File: src/rtl/rtt_pkg.sv
package rtt_pkg;

    localparam int QUEUE_DEPTH_DEF = 8;
    localparam int SLOT_W          = 3;
    localparam int ATT_W           = 8;
    localparam int WAIT_W          = 16;

    localparam logic [WAIT_W-1:0] RESEND_RESET = 16'd10;

    localparam logic FUNC_TICK = 1'b0;
    localparam logic FUNC_ARM  = 1'b1;

    localparam logic KIND_RESEND  = 1'b0;
    localparam logic KIND_GAVE_UP = 1'b1;

    typedef struct packed {
        logic              func;
        logic [SLOT_W-1:0] slot;
        logic [ATT_W-1:0]  attempts;
        logic [WAIT_W-1:0] first_wait;
    } req_item_t;

    typedef struct packed {
        logic [SLOT_W-1:0] event_slot;
        logic              event_kind;
        logic              last;
    } evt_item_t;

endpackage

File: src/rtl/retransmit_timer_table_top.sv
// Arm request: accepted while idle, next request taken the cycle after.
// Tick request: one sequencer walks the slot table through a single shared
//   decrement/compare unit: a free slot gets a read step only, a busy slot a
//   memory read, then evaluate and write back; the walk opens with an accept
//   step and closes with a flush step, and waits while events back up.
// Reset (rst_n low, async): all slots free, no event pending, interval 10.
module retransmit_timer_table_top
    import rtt_pkg::*;
#(
    parameter int QUEUE_DEPTH = QUEUE_DEPTH_DEF
)
(
    input  logic              clk,
    input  logic              rst_n,
    input  logic              req_valid,
    output logic              req_ready,
    input  req_item_t         req_data,
    output logic              evt_valid,
    input  logic              evt_ready,
    output evt_item_t         evt_data,
    input  logic              cfg_valid,
    output logic              cfg_ready,
    input  logic [WAIT_W-1:0] cfg_data
);

    localparam int IDX_W = (QUEUE_DEPTH > 1) ? $clog2(QUEUE_DEPTH) : 1;
    localparam logic [IDX_W-1:0] IDX_LAST = IDX_W'(QUEUE_DEPTH - 1);

    typedef enum logic [3:0] {
        S_IDLE  = 4'b0001,
        S_READ  = 4'b0010,
        S_EVAL  = 4'b0100,
        S_FLUSH = 4'b1000
    } state_t;

    state_t state_reg, state_next;

    logic [WAIT_W-1:0]      resend_reg;
    logic [QUEUE_DEPTH-1:0] busy_reg;
    logic [IDX_W-1:0]       idx_reg, idx_next;

    // slot table; countdown and attempts share one write and one read port
    logic [WAIT_W-1:0] wait_mem_reg [QUEUE_DEPTH];
    logic [ATT_W-1:0]  att_mem_reg  [QUEUE_DEPTH];
    logic [WAIT_W-1:0] rd_wait_reg;
    logic [ATT_W-1:0]  rd_att_reg;

    logic              wr_en;
    logic [IDX_W-1:0]  wr_addr;
    logic [WAIT_W-1:0] wr_wait;
    logic [ATT_W-1:0]  wr_att;

    // one event held back until we know whether another follows (last flag)
    logic              pend_valid_reg, pend_valid_next;
    logic [SLOT_W-1:0] pend_slot_reg, pend_slot_next;
    logic              pend_kind_reg, pend_kind_next;

    logic      evt_valid_reg;
    evt_item_t evt_data_reg;
    logic      push;
    evt_item_t push_data;
    logic      can_push;

    logic arm_ok;
    logic expire;
    logic give_up;
    logic stall;
    logic free_slot;
    logic busy_set;
    logic busy_clr;

    assign req_ready = (state_reg == S_IDLE);
    assign cfg_ready = 1'b1;
    assign evt_valid = evt_valid_reg;
    assign evt_data  = evt_data_reg;

    assign can_push = !evt_valid_reg || evt_ready;
    assign arm_ok   = (32'(req_data.slot) < QUEUE_DEPTH);

    // shared compare unit on the registered read data
    assign expire  = (rd_wait_reg <= WAIT_W'(1));
    assign give_up = (rd_att_reg <= ATT_W'(1));
    assign stall   = expire && pend_valid_reg && !can_push;

    always_comb
    begin
        state_next      = state_reg;
        idx_next        = idx_reg;
        pend_valid_next = pend_valid_reg;
        pend_slot_next  = pend_slot_reg;
        pend_kind_next  = pend_kind_reg;
        wr_en           = 1'b0;
        wr_addr         = idx_reg;
        wr_wait         = rd_wait_reg;
        wr_att          = rd_att_reg;
        push            = 1'b0;
        push_data       = '{event_slot: pend_slot_reg, event_kind: pend_kind_reg, last: 1'b0};
        busy_set        = 1'b0;
        busy_clr        = 1'b0;
        free_slot       = 1'b0;

        case (state_reg)
            S_IDLE:
            begin
                if (req_valid)
                begin
                    if (req_data.func == FUNC_ARM)
                    begin
                        if (arm_ok)
                        begin
                            wr_en    = 1'b1;
                            wr_addr  = IDX_W'(req_data.slot);
                            wr_wait  = req_data.first_wait;
                            wr_att   = req_data.attempts;
                            busy_set = 1'b1;
                        end
                    end
                    else
                    begin
                        idx_next   = '0;
                        state_next = S_READ;
                    end
                end
            end

            S_READ:
            begin
                if (busy_reg[idx_reg])
                begin
                    state_next = S_EVAL;
                end
                else
                begin
                    free_slot = 1'b1;
                end
            end

            S_EVAL:
            begin
                if (!stall)
                begin
                    wr_en     = 1'b1;
                    free_slot = 1'b1;
                    if (!expire)
                    begin
                        wr_wait = rd_wait_reg - WAIT_W'(1);
                    end
                    else
                    begin
                        if (give_up)
                        begin
                            wr_wait  = '0;
                            wr_att   = '0;
                            busy_clr = 1'b1;
                        end
                        else
                        begin
                            wr_wait = resend_reg;
                            wr_att  = rd_att_reg - ATT_W'(1);
                        end
                        push            = pend_valid_reg;
                        pend_valid_next = 1'b1;
                        pend_slot_next  = SLOT_W'(idx_reg);
                        pend_kind_next  = give_up ? KIND_GAVE_UP : KIND_RESEND;
                    end
                end
            end

            S_FLUSH:
            begin
                if (!pend_valid_reg)
                begin
                    state_next = S_IDLE;
                end
                else if (can_push)
                begin
                    push            = 1'b1;
                    push_data.last  = 1'b1;
                    pend_valid_next = 1'b0;
                    state_next      = S_IDLE;
                end
            end

            default:
            begin
                state_next = S_IDLE;
            end
        endcase

        // step to the next slot, or close the walk
        if (free_slot)
        begin
            if (idx_reg == IDX_LAST)
            begin
                state_next = S_FLUSH;
            end
            else
            begin
                idx_next   = idx_reg + IDX_W'(1);
                state_next = S_READ;
            end
        end
    end

    always_ff @(posedge clk or negedge rst_n)
    begin
        if (!rst_n)
        begin
            state_reg      <= S_IDLE;
            idx_reg        <= '0;
            busy_reg       <= '0;
            resend_reg     <= RESEND_RESET;
            pend_valid_reg <= 1'b0;
            evt_valid_reg  <= 1'b0;
        end
        else
        begin
            state_reg      <= state_next;
            idx_reg        <= idx_next;
            pend_valid_reg <= pend_valid_next;
            if (cfg_valid && cfg_ready)
            begin
                resend_reg <= cfg_data;
            end
            if (busy_set)
            begin
                busy_reg[wr_addr] <= 1'b1;
            end
            else if (busy_clr)
            begin
                busy_reg[idx_reg] <= 1'b0;
            end
            if (push)
            begin
                evt_valid_reg <= 1'b1;
            end
            else if (evt_ready)
            begin
                evt_valid_reg <= 1'b0;
            end
        end
    end

    // payload registers, no reset
    always_ff @(posedge clk)
    begin
        pend_slot_reg <= pend_slot_next;
        pend_kind_reg <= pend_kind_next;
        if (push)
        begin
            evt_data_reg <= push_data;
        end
    end

    // slot table memory
    always_ff @(posedge clk)
    begin
        if (wr_en)
        begin
            wait_mem_reg[wr_addr] <= wr_wait;
            att_mem_reg[wr_addr]  <= wr_att;
        end
        rd_wait_reg <= wait_mem_reg[idx_reg];
        rd_att_reg  <= att_mem_reg[idx_reg];
    end

    // no held-back event survives the end of a walk
    a_idle_no_pend: assert property (@(posedge clk) disable iff (!rst_n)
        (state_reg == S_IDLE) |-> !pend_valid_reg)
        else $error("event still held back while idle");

    // a new event never overwrites one the consumer has not taken
    a_no_overwrite: assert property (@(posedge clk) disable iff (!rst_n)
        push |-> (!evt_valid_reg || evt_ready))
        else $error("event register overwritten");

    // only busy slots are evaluated
    a_eval_busy: assert property (@(posedge clk) disable iff (!rst_n)
        (state_reg == S_EVAL) |-> busy_reg[idx_reg])
        else $error("free slot evaluated");

endmodule

File: config.mk
export PLATFORM = sky130hd
export DESIGN_NAME = retransmit_timer_table_top
export DESIGN_NICKNAME = d
export VERILOG_FILES = /design/src/rtl/rtt_pkg.sv /design/src/rtl/retransmit_timer_table_top.sv
export SDC_FILE = /design/constraint.sdc
export NUM_CORES = 1
export LEC_CHECK = 0
export BUFFER_PORTS_ARGS = -buffer_cell sky130_fd_sc_hd__buf_2
export CORE_ASPECT_RATIO = 0.6
export CORE_MARGIN = 2
export CORE_UTILIZATION = 61
export DETAILED_ROUTE_END_ITERATION = 8
export GPL_TIMING_DRIVEN = 0
export PLACE_DENSITY = 0.8
export SYNTH_ARGS = -nofsm -noshare
export SYNTH_HDL_FRONTEND = slang
export SYNTH_SLANG_ARGS = --single-unit
File: constraint.sdc
create_clock -name clk -period 4.5 [get_ports clk]
set_input_delay 0 -clock clk [delete_from_list [all_inputs] [get_ports clk]]
set_output_delay 0 -clock clk [all_outputs]
set_load 0.005 [all_outputs]
* After elaboration in Yosys (flattened, before gate mapping) *
Memories as Yosys holds them, arrays and structs flattened. A register that Yosys moved wholly into a read port is not among the register bits.
Cells that the tools add are included.

cells by class
  divide/modulo/power cells = 0
  bitwise operators = 4
  reduce and logical (&&, ||, !) cells = 13
  multiply operators = 0
  add/sub/neg operators = 3
  shifts and indexed selects = 0
  eq/ne operators = 12
  mux-type cells = 61
  order comparisons = 6

operator list
  cell                                                   number
  2-to-1 mux 16 bit                                      5
  2-to-1 mux 8 bit                                       7
  one-hot mux 16 bit (2 select lines)                    1
  2-to-1 mux 4 bit                                       7
  2-to-1 mux 1 bit                                       24
  2-to-1 mux 3 bit                                       8
  <= comparator 16 x 1 -> 1 bit (second input constant)  1
  one-hot mux 4 bit (4 select lines)                     1
  one-hot mux 8 bit (2 select lines)                     1
  subtractor 16 x 1 -> 16 bit (second input constant)    1
  bitwise AND 8 bit                                      1
  <= comparator 8 x 1 -> 1 bit (second input constant)   1
  < comparator 3 x 4 -> 1 bit (second input constant)    2
  NOT 8 bit                                              1
  OR 8 bit                                               1
  one-hot mux 1 bit (2 select lines)                     4
  subtractor 8 x 1 -> 8 bit (second input constant)      1
  demux 1 bit (select 3 bit)                             2
  >= comparator 3 x 1 -> 1 bit (second input constant)   2
  != test 2 bit (second input constant)                  3
  != test 3 x 2 -> 1 bit (second input constant)         2
  AND reduction 3 bit                                    2
  nonzero test 2 bit                                     3
  AND reduction 5 bit                                    1
  other kinds (13)                                       17

word-level totals
  latch bits = 0
  bits in read-only memories = 0
  flip-flop bits (word level) = 42
  bits in writable memories = 192
  memories kept = 2

memory list
  memory        depth  bits a word  rd ports  clocked after Yosys merged registers in  wr ports  RTL line                          RTL
  wait_mem_reg  8      16           1         1                                        1         retransmit_timer_table_top.sv:43  logic [WAIT_W-1:0] wait_mem_reg [QUEUE_DEPTH];
  att_mem_reg   8      8            1         1                                        1         retransmit_timer_table_top.sv:44  logic [ATT_W-1:0] att_mem_reg [QUEUE_DEPTH];

* Depth between registers and ports, before layout *
  depth in word-level cells = 9
  mapped depth = 9
  depth with buffers taken out = 7

* Worst setup path before layout *
Ideal clock, no wire load.

  path type = flip-flop to flip-flop
  start = register state_reg[0]
  end = memory att_mem_reg[3][0], enable pin
  period minus slack after synthesis = 3.553 ns
  library setup time = 0.405 ns
  arrival time = 3.148 ns
  data required time = 4.095 ns
  path slack = 0.947 ns
  stages on the path, launching flop included = 7
  cell sequence = dfstp_2 or4b_2 a211o_1 a31o_2 clkbuf_1 or2_2 nor2_1

between the ends
  cells in the longest elaborated chain, start to end = 4
  elaborated cells between the ends (all ways) = 6
  those cells by class = 2 x eq/ne; 4 x mux

RTL lines
  element                                                                       RTL line                           RTL
  start: declaration                                                            retransmit_timer_table_top.sv:36   state_t state_reg, state_next;
  start signal: assignment                                                      retransmit_timer_table_top.sv:218  state_reg <= state_next;
  equality test 4 x 3 -> 1 bit or equality test 4 x 1 -> 1 bit (tied branches)  retransmit_timer_table_top.sv:102  case (state_reg)
  one-hot mux 1 bit (2 select lines)                                            retransmit_timer_table_top.sv:102
  2-to-1 mux 1 bit                                                              retransmit_timer_table_top.sv:258  if (wr_en)
  2-to-1 mux 1 bit (not written as such)                                        retransmit_timer_table_top.sv:261  att_mem_reg[wr_addr] <= wr_att;
  end: declaration                                                              retransmit_timer_table_top.sv:44

Several ways; a longest one is shown, not always the timed one.

* Worst setup path in the final report *
  start = register state_reg[1]
  end = memory wait_mem_reg[1][6], enable pin

between the ends
  cells in the longest elaborated chain, start to end = 4
  elaborated cells between the ends (all ways) = 6
  those cells by class = 2 x eq/ne; 4 x mux

RTL lines
  element                                                                       RTL line                           RTL
  equality test 4 x 3 -> 1 bit or equality test 4 x 1 -> 1 bit (tied branches)  retransmit_timer_table_top.sv:102
  one-hot mux 1 bit (2 select lines)                                            retransmit_timer_table_top.sv:102
  2-to-1 mux 1 bit                                                              retransmit_timer_table_top.sv:258
  2-to-1 mux 1 bit (not written as such)                                        retransmit_timer_table_top.sv:260  wait_mem_reg[wr_addr] <= wr_wait;
  end: declaration                                                              retransmit_timer_table_top.sv:43

Several ways; a longest one is shown, not always the timed one.

==> metrics.md <==
| Metric | Value |
|---|---|
| CTS tree | yes |
| CTS buffer count | 24 |
| Crit-path slowest cell | nor2_4 |
| Outcome | complete, no violations |
| CP peak stage delay | 0.81 ns |
| PostCTS Resize Cnt | 0 |
| Post-synthesis sequential area ratio | 70.4% |
| Clock slew at reported path FFs | 0.07 ns |
| Leading area contributor after synthesis | edfxtp_1 |
| DRC | 0 |
| Clock skew | 0.00962 ns |
| Crit path capture type | flip-flop |
| Crit path kind | reg -> reg |
| Setup Total Neg Slack | 0 ns |
| Vias in the first global route | 7205 |
| Top_reg_cell synth | edfxtp_1 |
| Peak supply drop | 404 uV |
| Seq cells post-synth | 258 |
| Antenna Nets Post-Route | 0 |
| Worst endpoint required time | 4.64 ns |
| Slew Viols, Final | 0 |
| Final hold violations | 0 |
| Routed WL | 28700 um |
| Data arrival, critical path | 3.92 ns |
| Post CTS Setup Buffer Count | 0 |
| Peak Freq | 265 MHz |
| H-Tree Depth | 1 |
| Asr flop ratio synth | 12.8% |
| Pin count of the biggest net entering global routing | 34 |
| Most common cell after layout, fill and taps aside | edfxtp_1 |
| GP Congestion | 0.960 |
| Final core occ | 73.9% |
| Die Height | 105 um |
| Die ar. | 18200 sq um |
| Core Rows | 36 |
| Worst flop-to-flop path startpoint | state_reg[1]$_DFFE_PN0P_ |
| IO buf count | 54 |
| Netlist cell types | 67 |
| Crit path launch type | flip-flop |
| WL/cell | 26.6 um |
| Root Buffer | clkbuf_16 |
| Mapped Cells | 722 |
| Slew headroom | 19.7% |
| Post-Synth XOR/XNOR Area | 0.671% |
| Synth Area in Adders | 0.719% |
| Yosys warning count | 0 |
| CP max FO | 24 |
| Hold endpoint | wait_mem_reg[0][9]$_DFFE_PP_ |
| Clock sink count | 258 |
| Tot GR Track Use | 31.6% |
| Reg2Reg Depth | 6 |
| Post-synth EDFFs | 201 |
| Area grow syn2layout | 16.6% |
| Largest family of logic cells by synthesized area | compound AO/OA/AOI/OAI gates |
| DR vias | 7355 |
| Clock Latency Late Sink | 0.52 ns |
| Max reg flops | 128 |
| P_leak | 4.15 nW |
| Final Setup Violations | 0 |
| HP Start | req_data[9] |
| Least-Margin Pin Slew | 1.19 ns |
| ANT cells | 0 |
| Multiplexer share of the synthesized area | 3.22% |
| Design Power | 6.93 mW |
| Synth Area in Simple Gates | 8.19% |
| Max-cap violations | 0 |
| First-pass GRT wire length | 42600 um |
| Syn Nets | 777 |
| Fin crit share | 83.9% |
| Worst path cell trace | or4b_2 > a211o_1 > a31o_2 > clkbuf_1 > or2_2 > nor2_4 |
| Clock tree buffer depth | 3 |
| FF-to-FF End | wait_mem_reg[1][6]$_DFFE_PP_ |
| Post-Syn Area | 10400 sq um |
| Nets | 887 |
| Hold Path Stages | 2 |
| Num ports | 57 |
| Half-perimeter wire length after placement | 19000 um |
| Core area | 16500 sq um |
| Initial antenna violation count | 0 |
| Initial Util | 63.3% |
| Drt via density | 6.82 |
| Synth Area per Inst | 14.5 sq um |
| Worst Hold Class | in -> reg |
| R2R setup slack | 0.72 ns |
| DRT Pass-1 Iters | 5 |
| Unrepaired setup endpoints after global routing | no |
| Most area-consuming cells after synthesis | edfxtp_1, a22oi_1, dfrtp_1 |
| Die X | 173 um |
| Global route overflow | 0 |
| PD cells | 569 nW/um^2 |
| Tmin final | 3.78 ns |
| Share of layout cells above drive strength 1 | 17.2% |
| Most frequent cells in the layout | edfxtp_1, a22oi_1, buf_2, clkbuf_1 |
| Compound-Gate Fraction of Synth Area | 14.4% |
| Post-synth top area share | 57.8% |
| Starting DRT DRC Count | 1077 |
==> how the worst max path moves through the flow <==
stage | slack (ns) | to | startpoint
after floorplan | 0.95 | att_mem_reg[3][0]$_DFFE_PP_ | state_reg[0]$_DFFE_PN1P_
after global placement | -0.42 | wait_mem_reg[3][1]$_DFFE_PP_ | state_reg[0]$_DFFE_PN1P_
after detailed placement | 0.83 | wait_mem_reg[2][6]$_DFFE_PP_ | rd_wait_reg[4]$_DFF_P_
after CTS | 0.80 | wait_mem_reg[1][6]$_DFFE_PP_ | rd_wait_reg[4]$_DFF_P_
after global routing | 0.55 | wait_mem_reg[5][6]$_DFFE_PP_ | rd_wait_reg[4]$_DFF_P_
final | 0.72 | wait_mem_reg[1][6]$_DFFE_PP_ | state_reg[1]$_DFFE_PN0P_
==> critical path: cells and delay by family (launching register included) <==
family          cells  cell delay [ns]
buf+inv             1             0.27
simple gates        3             1.98
flops               1             0.43
compound gates      2             0.68
==> report_power, final <==
part,total (mW),internal (mW),switching [mW]
logic,1.53,0.510,1.02
clock network,2.07,1.22,0.847
registers,3.34,3.09,0.250
==> per-layer routing <==
layer	GRT usage (%)	up-vias	wire [um]
li1	-	3140	-
met1	46.1	3617	11700
met2	48.3	528	12900
met3	7.47	70	3510
met4	8.41	0	604
met5	0	-	0
==> cell type report <==
| class | instances | area, sq um |
|---|---|---|
| inverter | 13 | 48.8 |
| timing repair buffer | 84 | 571 |
| multi-input combinational | 405 | 2900 |
| sequential | 258 | 7350 |
| buffer | 46 | 203 |
| tap | 228 | 285 |
| fill | 1072 | 4310 |
| clock buffer | 36 | 716 |
| clock inverter | 8 | 106 |
==> Yosys cell counts (4+ instances only) <==
master,n
nor3b_1,4
or2_2,5
a32oi_1,4
nand2_1,22
nor3_1,15
mux2_2,21
or4b_2,4
o21ai_0,22
a22oi_1,116
dfrtp_1,30
a211o_1,4
ha_1,6
inv_1,13
xnor2_1,7
o31ai_1,7
edfxtp_1,201
a31oi_1,14
nor2_1,27
mux2i_1,10
nand4_1,28
dfxtp_1,24
and3_1,7
or4_1,4
nand3_1,11
a21oi_1,13
clkbuf_1,38
==> kinds of logic (layout without fill, tap and decap cells) <==
logic type                 Yosys count  in the layout
DFF                                258            258
AOI/OAI and AO/OA                  209            209
and+or+nand+nor                    150            150
buffers and inverters               59            187
muxes                               31             31
xor gates and xnor gates             8              8
adders and majority gates            6              6
other                                1              1
==> stage by stage <==
step / cell area, sq um / hold slack, ns / std cells / worst slack, ns
finish: 12200 / 0.0314 / 1078 / 0.724
CTS: 12200 / 0.00755 / 1078 / 0.799
detailed placement: 11100 / 0.120 / 1004 / 0.833
global placement: 11000 / 0.0986 / 1004 / -0.418
floorplan: 10400 / -0.296 / 722 / 0.947
global route: 12200 / 0.0440 / 1078 / 0.548
==> what timing repair did <==
| action | in CTS | in global routing |
|---|---|---|
| endpoints found under the setup margin | 0 | 0 |
| endpoints found under the hold margin | 71 | 0 |
| hold buffers | 30 | 0 |
(Power assumes the default switching activity.)
